$ cat src/rtl/dqnp_pkg.sv
// shared types and constants for the dotted-quad netmask parser
package dqnp_pkg;

    localparam int QUEUE_AW    = 1;
    localparam int QUEUE_DEPTH = 2 ** QUEUE_AW;
    localparam int QUEUE_CW    = $clog2(QUEUE_DEPTH + 1);

    localparam logic [7:0] CH_0     = 8'h30;
    localparam logic [7:0] CH_9     = 8'h39;
    localparam logic [7:0] CH_SPACE = 8'h20;
    localparam logic [7:0] CH_TAB   = 8'h09;
    localparam logic [7:0] CH_CR    = 8'h0D;
    localparam logic [7:0] CH_PLUS  = 8'h2B;
    localparam logic [7:0] CH_MINUS = 8'h2D;
    localparam logic [7:0] CH_DOT   = 8'h2E;

    localparam logic [8:0] OCTET_MAX = 9'd255;
    localparam logic [8:0] VAL_SAT   = 9'd256;

    typedef struct packed {
        logic [7:0] char_code;
        logic       end_of_text;
    } t_in;

    typedef struct packed {
        logic        addr_ok;
        logic [31:0] address;
        logic        mask_ok;
        logic [31:0] mask;
    } t_out;

    typedef enum logic [2:0] {
        TOK_DIGIT,
        TOK_WS,
        TOK_PLUS,
        TOK_MINUS,
        TOK_DOT,
        TOK_OTHER,
        TOK_EOT
    } t_tok_kind;

    typedef struct packed {
        t_tok_kind  kind;
        logic [3:0] digit;
    } t_token;

endpackage

$ cat src/rtl/dotted_quad_netmask_parser.sv
// top level of the dotted-quad address and netmask parser
//
//  channel | handshake          | payload
//  --------+--------------------+-----------------------------
//  input   | i_valid / o_ready  | i_data : char_code, end_of_text
//  output  | o_valid / i_ready  | o_data : addr_ok, address, mask_ok, mask
//
// one beat per cycle sustained unless a result waits on i_ready; each character
// is one parser update; the end-of-text token passes a queue slot and then the
// result register; a result waiting on i_ready stalls the parser; the two-entry
// token queue takes up to two more beats before o_ready drops
// synchronous active-low reset empties the queue and returns the parser to its start
module dotted_quad_netmask_parser (
    input  logic           i_clk,
    input  logic           i_rst_n,
    input  logic           i_valid,
    output logic           o_ready,
    input  dqnp_pkg::t_in  i_data,
    output logic           o_valid,
    input  logic           i_ready,
    output dqnp_pkg::t_out o_data
);
    import dqnp_pkg::*;

    logic   f_valid, f_ready;
    t_token f_tok;
    logic   q_valid, q_ready;
    t_token q_tok;

    dqnp_front u_front (
        .i_valid     (i_valid),
        .o_ready     (o_ready),
        .i_data      (i_data),
        .o_tok_valid (f_valid),
        .i_tok_ready (f_ready),
        .o_tok       (f_tok)
    );

    dqnp_queue u_queue (
        .i_clk        (i_clk),
        .i_rst_n      (i_rst_n),
        .i_push_valid (f_valid),
        .o_push_ready (f_ready),
        .i_push_data  (f_tok),
        .o_pop_valid  (q_valid),
        .i_pop_ready  (q_ready),
        .o_pop_data   (q_tok)
    );

    dqnp_back u_back (
        .i_clk       (i_clk),
        .i_rst_n     (i_rst_n),
        .i_tok_valid (q_valid),
        .o_tok_ready (q_ready),
        .i_tok       (q_tok),
        .o_valid     (o_valid),
        .i_ready     (i_ready),
        .o_data      (o_data)
    );

endmodule

$ cat src/rtl/dqnp_front.sv
// front end: classifies each input beat into a parser token
module dqnp_front (
    input  logic          i_valid,
    output logic          o_ready,
    input  dqnp_pkg::t_in i_data,
    output logic          o_tok_valid,
    input  logic          i_tok_ready,
    output dqnp_pkg::t_token o_tok
);
    import dqnp_pkg::*;

    logic [7:0] c;

    assign c           = i_data.char_code;
    assign o_ready     = i_tok_ready;
    assign o_tok_valid = i_valid;

    always_comb begin
        o_tok.digit = c[3:0] - CH_0[3:0];
        if (i_data.end_of_text) begin
            o_tok.kind = TOK_EOT;
        end else if (c >= CH_0 && c <= CH_9) begin
            o_tok.kind = TOK_DIGIT;
        end else if (c == CH_SPACE || (c >= CH_TAB && c <= CH_CR)) begin
            o_tok.kind = TOK_WS;
        end else if (c == CH_PLUS) begin
            o_tok.kind = TOK_PLUS;
        end else if (c == CH_MINUS) begin
            o_tok.kind = TOK_MINUS;
        end else if (c == CH_DOT) begin
            o_tok.kind = TOK_DOT;
        end else begin
            o_tok.kind = TOK_OTHER;
        end
    end

endmodule

$ cat src/rtl/dqnp_queue.sv
// short token queue between front end and parser back end
module dqnp_queue (
    input  logic             i_clk,
    input  logic             i_rst_n,
    input  logic             i_push_valid,
    output logic             o_push_ready,
    input  dqnp_pkg::t_token i_push_data,
    output logic             o_pop_valid,
    input  logic             i_pop_ready,
    output dqnp_pkg::t_token o_pop_data
);
    import dqnp_pkg::*;

    t_token                r_mem [QUEUE_DEPTH];
    logic [QUEUE_AW-1:0]   r_wr;
    logic [QUEUE_AW-1:0]   r_rd;
    logic [QUEUE_CW-1:0]   r_count;
    logic                  push;
    logic                  pop;

    assign o_push_ready = r_count != QUEUE_CW'(QUEUE_DEPTH);
    assign o_pop_valid  = r_count != '0;
    assign o_pop_data   = r_mem[r_rd];
    assign push         = i_push_valid && o_push_ready;
    assign pop          = o_pop_valid && i_pop_ready;

    always_ff @(posedge i_clk) begin
        if (push) begin
            r_mem[r_wr] <= i_push_data;
        end
    end

    always_ff @(posedge i_clk) begin
        if (!i_rst_n) begin
            r_wr    <= '0;
            r_rd    <= '0;
            r_count <= '0;
        end else begin
            if (push) begin
                r_wr <= r_wr + QUEUE_AW'(1);
            end
            if (pop) begin
                r_rd <= r_rd + QUEUE_AW'(1);
            end
            case ({push, pop})
                2'b10:   r_count <= r_count + QUEUE_CW'(1);
                2'b01:   r_count <= r_count - QUEUE_CW'(1);
                default: r_count <= r_count;
            endcase
        end
    end

endmodule

$ cat src/rtl/dqnp_back.sv
// back end: dotted-quad parser state and registered result
module dqnp_back (
    input  logic             i_clk,
    input  logic             i_rst_n,
    input  logic             i_tok_valid,
    output logic             o_tok_ready,
    input  dqnp_pkg::t_token i_tok,
    output logic             o_valid,
    input  logic             i_ready,
    output dqnp_pkg::t_out   o_data
);
    import dqnp_pkg::*;

    typedef enum logic [2:0] {
        PH_LEAD,
        PH_SIGN,
        PH_DIGITS
    } t_phase;

    t_phase      r_phase, n_phase;
    logic [1:0]  r_idx, n_idx;
    logic [8:0]  r_val, n_val;
    logic        r_minus, n_minus;
    logic [31:0] r_packed, n_packed;
    logic        r_failed, n_failed;
    logic        r_out_valid, n_out_valid;
    t_out        r_out, n_out;

    logic        take;
    logic [11:0] val_x10;
    logic        bad_octet;
    logic [31:0] closed;
    logic [31:0] inv;
    logic        ok;

    assign o_tok_ready = !r_out_valid || i_ready;
    assign take        = i_tok_valid && o_tok_ready;
    assign o_valid     = r_out_valid;
    assign o_data      = r_out;

    assign val_x10   = {r_val, 3'b000} + {2'b00, r_val, 1'b0} + {8'h00, i_tok.digit};
    assign bad_octet = (r_val > OCTET_MAX) || (r_minus && r_val != '0);
    assign closed    = {r_packed[23:0], r_val[7:0]};
    assign inv       = ~closed;
    assign ok        = !r_failed && r_phase == PH_DIGITS && r_idx == 2'd3 && !bad_octet;

    always_comb begin
        n_phase     = r_phase;
        n_idx       = r_idx;
        n_val       = r_val;
        n_minus     = r_minus;
        n_packed    = r_packed;
        n_failed    = r_failed;
        n_out       = r_out;
        n_out_valid = r_out_valid && !i_ready;
        if (take) begin
            if (i_tok.kind == TOK_EOT) begin
                n_out_valid   = 1'b1;
                n_out.addr_ok = ok;
                n_out.address = ok ? closed : '0;
                // ones contiguous from the top when ~addr is of form 0..01..1
                n_out.mask_ok = ok && (((inv + 32'd1) & inv) == '0);
                n_out.mask    = n_out.mask_ok ? closed : '0;
                n_phase       = PH_LEAD;
                n_idx         = '0;
                n_val         = '0;
                n_minus       = 1'b0;
                n_packed      = '0;
                n_failed      = 1'b0;
            end else if (!r_failed) begin
                case (i_tok.kind)
                    TOK_DIGIT: begin
                        n_val   = (val_x10 > {3'b000, VAL_SAT}) ? VAL_SAT : val_x10[8:0];
                        n_phase = PH_DIGITS;
                    end
                    TOK_WS: begin
                        if (r_phase != PH_LEAD) begin
                            n_failed = 1'b1;
                        end
                    end
                    TOK_PLUS, TOK_MINUS: begin
                        if (r_phase == PH_LEAD) begin
                            n_minus = i_tok.kind == TOK_MINUS;
                            n_phase = PH_SIGN;
                        end else begin
                            n_failed = 1'b1;
                        end
                    end
                    TOK_DOT: begin
                        if (r_phase == PH_DIGITS && r_idx != 2'd3) begin
                            if (bad_octet) begin
                                n_failed = 1'b1;
                            end else begin
                                n_packed = closed;
                            end
                            n_idx   = r_idx + 2'd1;
                            n_phase = PH_LEAD;
                            n_val   = '0;
                            n_minus = 1'b0;
                        end else begin
                            n_failed = 1'b1;
                        end
                    end
                    default: n_failed = 1'b1;
                endcase
            end
        end
    end

    always_ff @(posedge i_clk) begin
        if (!i_rst_n) begin
            r_phase     <= PH_LEAD;
            r_idx       <= '0;
            r_val       <= '0;
            r_minus     <= 1'b0;
            r_packed    <= '0;
            r_failed    <= 1'b0;
            r_out_valid <= 1'b0;
        end else begin
            r_phase     <= n_phase;
            r_idx       <= n_idx;
            r_val       <= n_val;
            r_minus     <= n_minus;
            r_packed    <= n_packed;
            r_failed    <= n_failed;
            r_out_valid <= n_out_valid;
        end
        r_out <= n_out;
    end

`ifndef SYNTHESIS
    a_val_sat: assert property (@(posedge i_clk) disable iff (!i_rst_n)
        r_val <= VAL_SAT)
        else $error("octet value above saturation");
    a_bad_addr_zero: assert property (@(posedge i_clk) disable iff (!i_rst_n)
        r_out_valid && !r_out.addr_ok |-> r_out.address == '0 && !r_out.mask_ok)
        else $error("failed address reports nonzero payload");
    a_mask_match: assert property (@(posedge i_clk) disable iff (!i_rst_n)
        r_out_valid && r_out.mask_ok |-> r_out.addr_ok && r_out.mask == r_out.address)
        else $error("mask disagrees with address");
    a_eot_clears: assert property (@(posedge i_clk) disable iff (!i_rst_n)
        take && i_tok.kind == TOK_EOT |=> r_phase == PH_LEAD && r_idx == '0 && !r_failed)
        else $error("parser state not cleared after end of text");
`endif

endmodule

$ cat config.mk
export PLATFORM = sky130hd
export DESIGN_NAME = dotted_quad_netmask_parser
export DESIGN_NICKNAME = d
export VERILOG_FILES = /design/src/rtl/dqnp_pkg.sv /design/src/rtl/dotted_quad_netmask_parser.sv /design/src/rtl/dqnp_front.sv /design/src/rtl/dqnp_queue.sv /design/src/rtl/dqnp_back.sv
export SDC_FILE = /design/constraint.sdc
export NUM_CORES = 1
export LEC_CHECK = 0
export BUFFER_PORTS_ARGS = -buffer_cell sky130_fd_sc_hd__clkbuf_2
export CORE_MARGIN = 10
export CORE_UTILIZATION = 58
export CTS_BUF_LIST = sky130_fd_sc_hd__clkbuf_16
export DETAILED_ROUTE_END_ITERATION = 7
export GPL_TIMING_DRIVEN = 0
export PLACE_DENSITY = 0.84
export SKIP_CTS_REPAIR_TIMING = 1
export SYNTH_ARGS = -nofsm -noshare
export SYNTH_HDL_FRONTEND = slang
export SYNTH_HIERARCHICAL = 1
export SYNTH_SLANG_ARGS = --single-unit
$ cat constraint.sdc
create_clock -name i_clk -period 6.4 [get_ports i_clk]
set_input_delay 0.64 -clock i_clk [delete_from_list [all_inputs] [get_ports i_clk]]
set_output_delay 0.64 -clock i_clk [all_outputs]
set_load 0.005 [all_outputs]
==> After elaboration in Yosys (flattened, before gate mapping) <==
Memory sizes are Yosys's and may differ from the RTL's. A register that Yosys moved wholly into a read port is not among the register bits.
Cells that the tools add are included.
{ "word_totals": {"mem_count": 1, "input_bits": 13, "reg_bits": 111, "word_cells": 131, "out_inout_bits": 68, "ramBits": 14} }
{ "mem_list": {"columns": ["memory", "words", "width", "read_ports", "rd_clocked_by_memory_dff", "write_ports", "line_no", "rtl"], "rows": [
  ["u_queue.r_mem", 2, 7, 1, 1, 1, "dqnp_queue.sv:14", "t_token r_mem [QUEUE_DEPTH];"]
]} }
{ "classes": {"n_addsub": 8, "magnitude_cmp": 6, "n_eq_ne": 19, "n_reduce_logical": 37, "n_mux": 44, "n_bitwise": 2} }
{ "op_table": {"columns": ["operator", "count"], "rows": [
  ["24-bit 2-to-1 mux", 5],
  ["9-bit 2-to-1 mux", 4],
  ["32-bit by 1-bit adder with 32-bit output (second input constant)", 1],
  ["32-bit AND", 1],
  ["8-bit by 6-bit equality test with 1-bit output (second input constant)", 4],
  ["32-bit logical NOT", 1],
  ["32-bit inverter", 1],
  ["3-bit 2-to-1 mux", 9],
  ["9-bit case mux with 2 select lines", 1],
  ["1-bit 2-to-1 mux", 17],
  ["5-bit AND reduction", 3],
  ["12-bit by 10-bit adder with 12-bit output", 1],
  ["12-bit by 4-bit adder with 12-bit output", 1],
  ["12-bit by 9-bit greater-than comparator with 1-bit output (second input constant)", 1],
  ["1-bit logical AND", 11],
  ["3-bit by 2-bit equality test with 1-bit output (second input constant)", 3],
  ["9-bit by 8-bit greater-than comparator with 1-bit output (second input constant)", 1],
  ["3-bit case mux with 3 select lines", 1],
  ["3-bit nonzero test", 3],
  ["9-bit nonzero test", 1],
  ["8-bit by 4-bit >= comparator with 1-bit output (second input constant)", 1],
  ["8-bit by 6-bit >= comparator with 1-bit output (second input constant)", 1],
  ["8-bit by 4-bit less-or-equal comparator with 1-bit output (second input constant)", 1],
  ["8-bit by 6-bit less-or-equal comparator with 1-bit output (second input constant)", 1],
  ["21 further kinds", 42]
]} }

==> Logic depth before layout (Yosys ltp) <==
{ "depth": {"depth_word": 8, "mapped_depth": 12, "depth_no_buf": 11} }

==> By module <==
The synthesis kept the hierarchy.
{ "by_module_without_submodules": {"columns": ["module", "seq_area_each_um2", "cells_per_inst", "area_each_um2", "instances"], "rows": [
  ["dqnp_back", 2782.7, 477, 5303.8, 1],
  ["dqnp_queue", 520.5, 47, 729.4, 1],
  ["dqnp_front", 0.0, 29, 171.4, 1]
]} }

==> Least setup slack after synthesis <==
OpenSTA, ideal clock, no wires.
{ "synth_timing": {"kind": "flip-flop to flip-flop", "startpoint": "register (tool-made name)", "endpoint": "register u_back.r_out, in the netlist u_back/o_data[0], enable pin", "setup_time_ns": 0.492, "synth_period_minus_slack_ns": 4.793, "path_buffers": 3, "setup_slack_ns": 1.607, "t_required_ns": 5.908, "stages_incl_launch_ff": 8, "arrival_time_ns": 4.301, "path_cell_list": "dfxtp_1 clkbuf_1 mux2_2 clkbuf_1 nand2_1 or2_1 clkbuf_1 nor2_1"} }
{ "synth_lines": {"columns": ["element", "line_no", "rtl"], "rows": [
  ["to (signal assigned)", "dqnp_back.sv:128", "r_out <= n_out;"],
  ["to (decl)", "dqnp_back.sv:27", "t_out r_out, n_out;"]
]} }

==> results.py <==
metrics = {
    "worst_setup_path": {
        "endpoint_kind": "register",
        "crit_type": "reg2reg",
        "r2r_slack_ps": 2610,
        "worst_ep_arrival_time_ps": 4060,
        "cp_data_required_time_ps": 6670,
        "cp-start-kind": "register",
        "critPathMaxFanout": 9,
    },
    "die": {
        "die_area_um2": 15200,
        "num_rows": 37,
        "start_util_pct": 59.8,
        "ios": 81,
        "fp.coreArea_um2": 10400,
        "die_h_um": 123,
        "die_w_um": 123,
    },
    "route": {
        "ant_nets": 0,
        "drt_first_pass_iters": 5,
        "wl_per_cell_um": 17.5,
        "routed_wl_mm": 14.0,
        "routed_via_density": 5.96,
        "route.vias.total": 4777,
        "drtIter0Drc": 349,
        "drc": 0,
    },
    "clock_tree": {
        "clock-sinks": 125,
        "root_buffer": "clkbuf_16",
        "clkSlewWorstSetupHoldPaths_ps": 50,
        "clockBufferDepth": 2,
        "cts_buffers": 17,
        "cts_tree": "built",
        "htree_num_levels": 4,
        "clk_latency_ps": 410,
    },
    "synthesis": {
        "async_flop_share_pct": 0,
        "synth_fp_nets": 587,
        "synth_seq_cells": 125,
        "seq_area_frac_synth_pct": 53.2,
        "synth.distinct_cells": 66,
        "synth_edf_count": 80,
        "syn_area_um2": 6200,
        "synth_ff_type": "edfxtp_1",
        "yosys_warnings": 6,
        "syn_area_per_cell_um2": 11.2,
        "syn_inst": 553,
    },
    "sta": {
        "fin_worst_skew_ps": 12.2,
        "min_period_ps": 3790,
        "finalHoldViolations": 0,
        "maxSlewViolCount": 0,
        "relSlewSlack_pct": 40.8,
        "finalSetupViolCount": 0,
        "tightest_slew_ps": 886,
        "fin_tns_setup_ps": 0,
        "fin_crit_sh_pct": 59.3,
        "fmax_mhz": 264,
        "rsz0062_at_grt": "no",
    },
    "finish": {
        "final_common_cell": "edfxtp_1",
        "area_growth_pct": 18.5,
        "nets": 686,
        "final_cell_mix": "80 x edfxtp_1, 79 x clkbuf_2, 50 x nand2_1, 45 x dfxtp_1, 38 x nor2_1",
        "num_antenna_cells": 0,
        "drive_gt1_share_pct": 25.7,
        "fin_cells": 801,
        "fillers": 736,
    },
    "power": {
        "powerDensity_nw_per_um2": 317,
        "total_power_mw": 2.33,
        "vdd_drop_max_mv": 0.265,
        "cellLeakagePower_nw": 2.69,
    },
    "outcome": {
        "status": "complete, no violations",
    },
    "grt": {
        "grt_pass1_vias": 4727,
        "grt_max_degree": 41,
        "grt_overflow_total": 0,
        "antenna_found_initial": 0,
        "grt_use_total_pct": 19.1,
        "grt_pass1_wl_mm": 23.1,
    },
    "place": {
        "dp_hpwl_mm": 10.1,
        "port_buffers": 79,
        "place_congestion": 0.929,
        "dp.cells": 769,
    },
    "hold_path": {
        "hp-class": "reg2reg",
    },
    "job": {
        "cap_violations": 0,
    },
}
-- stage by stage --
| step | setup slack (ps) | instance area (um^2) | utilization, % | hold WS, ps |
|---|---|---|---|---|
| after floorplan | 1610 | 6200 | - | 450 |
| after global placement | 436 | 6770 | 65.3 | 460 |
| after detailed placement | 2640 | 6800 | 65.6 | 499 |
| after CTS | 2620 | 7350 | 70.9 | 506 |
| after global routing | 2300 | 7350 | 70.9 | 546 |
| final | 2610 | 7350 | 70.9 | 516 |
-- power breakdown --
group,internal [mW],switching (mW),total [mW]
clock,0.562,0.329,0.891
combinational,0.154,0.286,0.440
sequential,0.962,0.0367,0.999
-- sequential cells by signal (all words and copies together), names as in the netlist, 2 cells and up, named ones only --
name	flops
u_back/o_data	66
u_back/r_idx	2
u_back/r_packed	24
u_back/r_phase	2
u_back/r_val	9
u_queue/r_count	2
u_queue/r_mem	14
-- worst max-delay path: stages (launching register included) --
cell      delay [ps]
dfxtp_1          300
clkbuf_1         320
mux2_2           220
inv_1             50
fa_1             600
inv_1             70
ha_1             300
a211oi_1         440
o21ai_1          220
nand2_1          160
and3b_1          200
o311ai_2         610
o21ai_1          170
-- cell type report --
cell class / instances / area (um^2) / share of cell area [%]
Buffer: 33 / 186 / 2.53
Clock buffer: 17 / 425 / 5.78
Clock inverter: 15 / 131 / 1.79
Inverter: 21 / 78.8 / 1.07
Multi-Input combinational cell: 374 / 2640 / 35.9
Sequential cell: 125 / 3300 / 44.9
Tap cell: 136 / 170 / 2.31
Timing Repair Buffer: 80 / 415 / 5.65
-- cell families (layout without fill, tap and decap cells) --
logic type	Yosys count	count (layout)	share of synthesized area, %
multiplexers	8	8	1.43
buffers and inverters	54	166	4.27
AND/OR/NAND/NOR	234	234	24.2
AO/OA/AOI/OAI	103	103	11.2
XOR/XNOR	7	7	0.988
flip-flops	125	125	53.2
adder cells (fa/ha/maj)	22	22	4.66
-- cell usage after synthesis (2+ instances only) --
cell	number	share of area, %
a211oi_1	4	0.48
a21oi_1	37	3.0
a221o_1	2	0.32
a31oi_1	4	0.40
a32oi_1	2	0.28
and2_1	34	3.4
and3_1	2	0.20
and3b_1	2	0.28
buf_2	2	0.16
buf_4	8	0.97
buf_6	4	0.73
clkbuf_1	18	1.1
dfxtp_1	45	15
edfxtp_1	80	39
fa_1	2	0.65
ha_1	19	3.8
inv_1	21	1.3
mux2_2	7	1.3
nand2_1	50	3.0
nand2b_1	5	0.50
nand3_1	28	2.3
nand3b_1	2	0.24
nand4_1	5	0.50
nor2_1	39	2.4
nor2b_1	5	0.50
nor3_1	8	0.65
nor3b_1	3	0.36
nor4_1	5	0.50
nor4_2	6	1.2
nor4b_1	2	0.28
nor4b_2	23	5.6
o2111ai_1	2	0.28
o211ai_1	6	0.73
o21a_1	6	0.73
o21ai_0	9	0.73
o21ai_1	9	0.73
o2bb2ai_1	2	0.28
o31a_1	4	0.56
o31ai_1	6	0.73
or3_1	3	0.30
or4_1	2	0.24
xnor2_1	2	0.28
xor2_1	5	0.71
-- per-layer routing --
layer,wire length (um),vias up,GRT usage (%)
li1,-,2264,-
met1,5330,2267,21.6
met2,7210,211,32.9
met3,1130,35,6.06
met4,358,0,7.93
met5,0,-,0
-- final timing paths --
path	start	to	cells past startpoint
worst max-delay path	register	u_back/r_val[6]	12
worst min-delay path	u_back/r_idx[1]	u_back/r_idx[1]	2
worst max register to register	register	u_back/r_val[6]	12
worst min register to register	u_back/r_idx[1]	u_back/r_idx[1]	2
(Power assumes the default switching activity.)
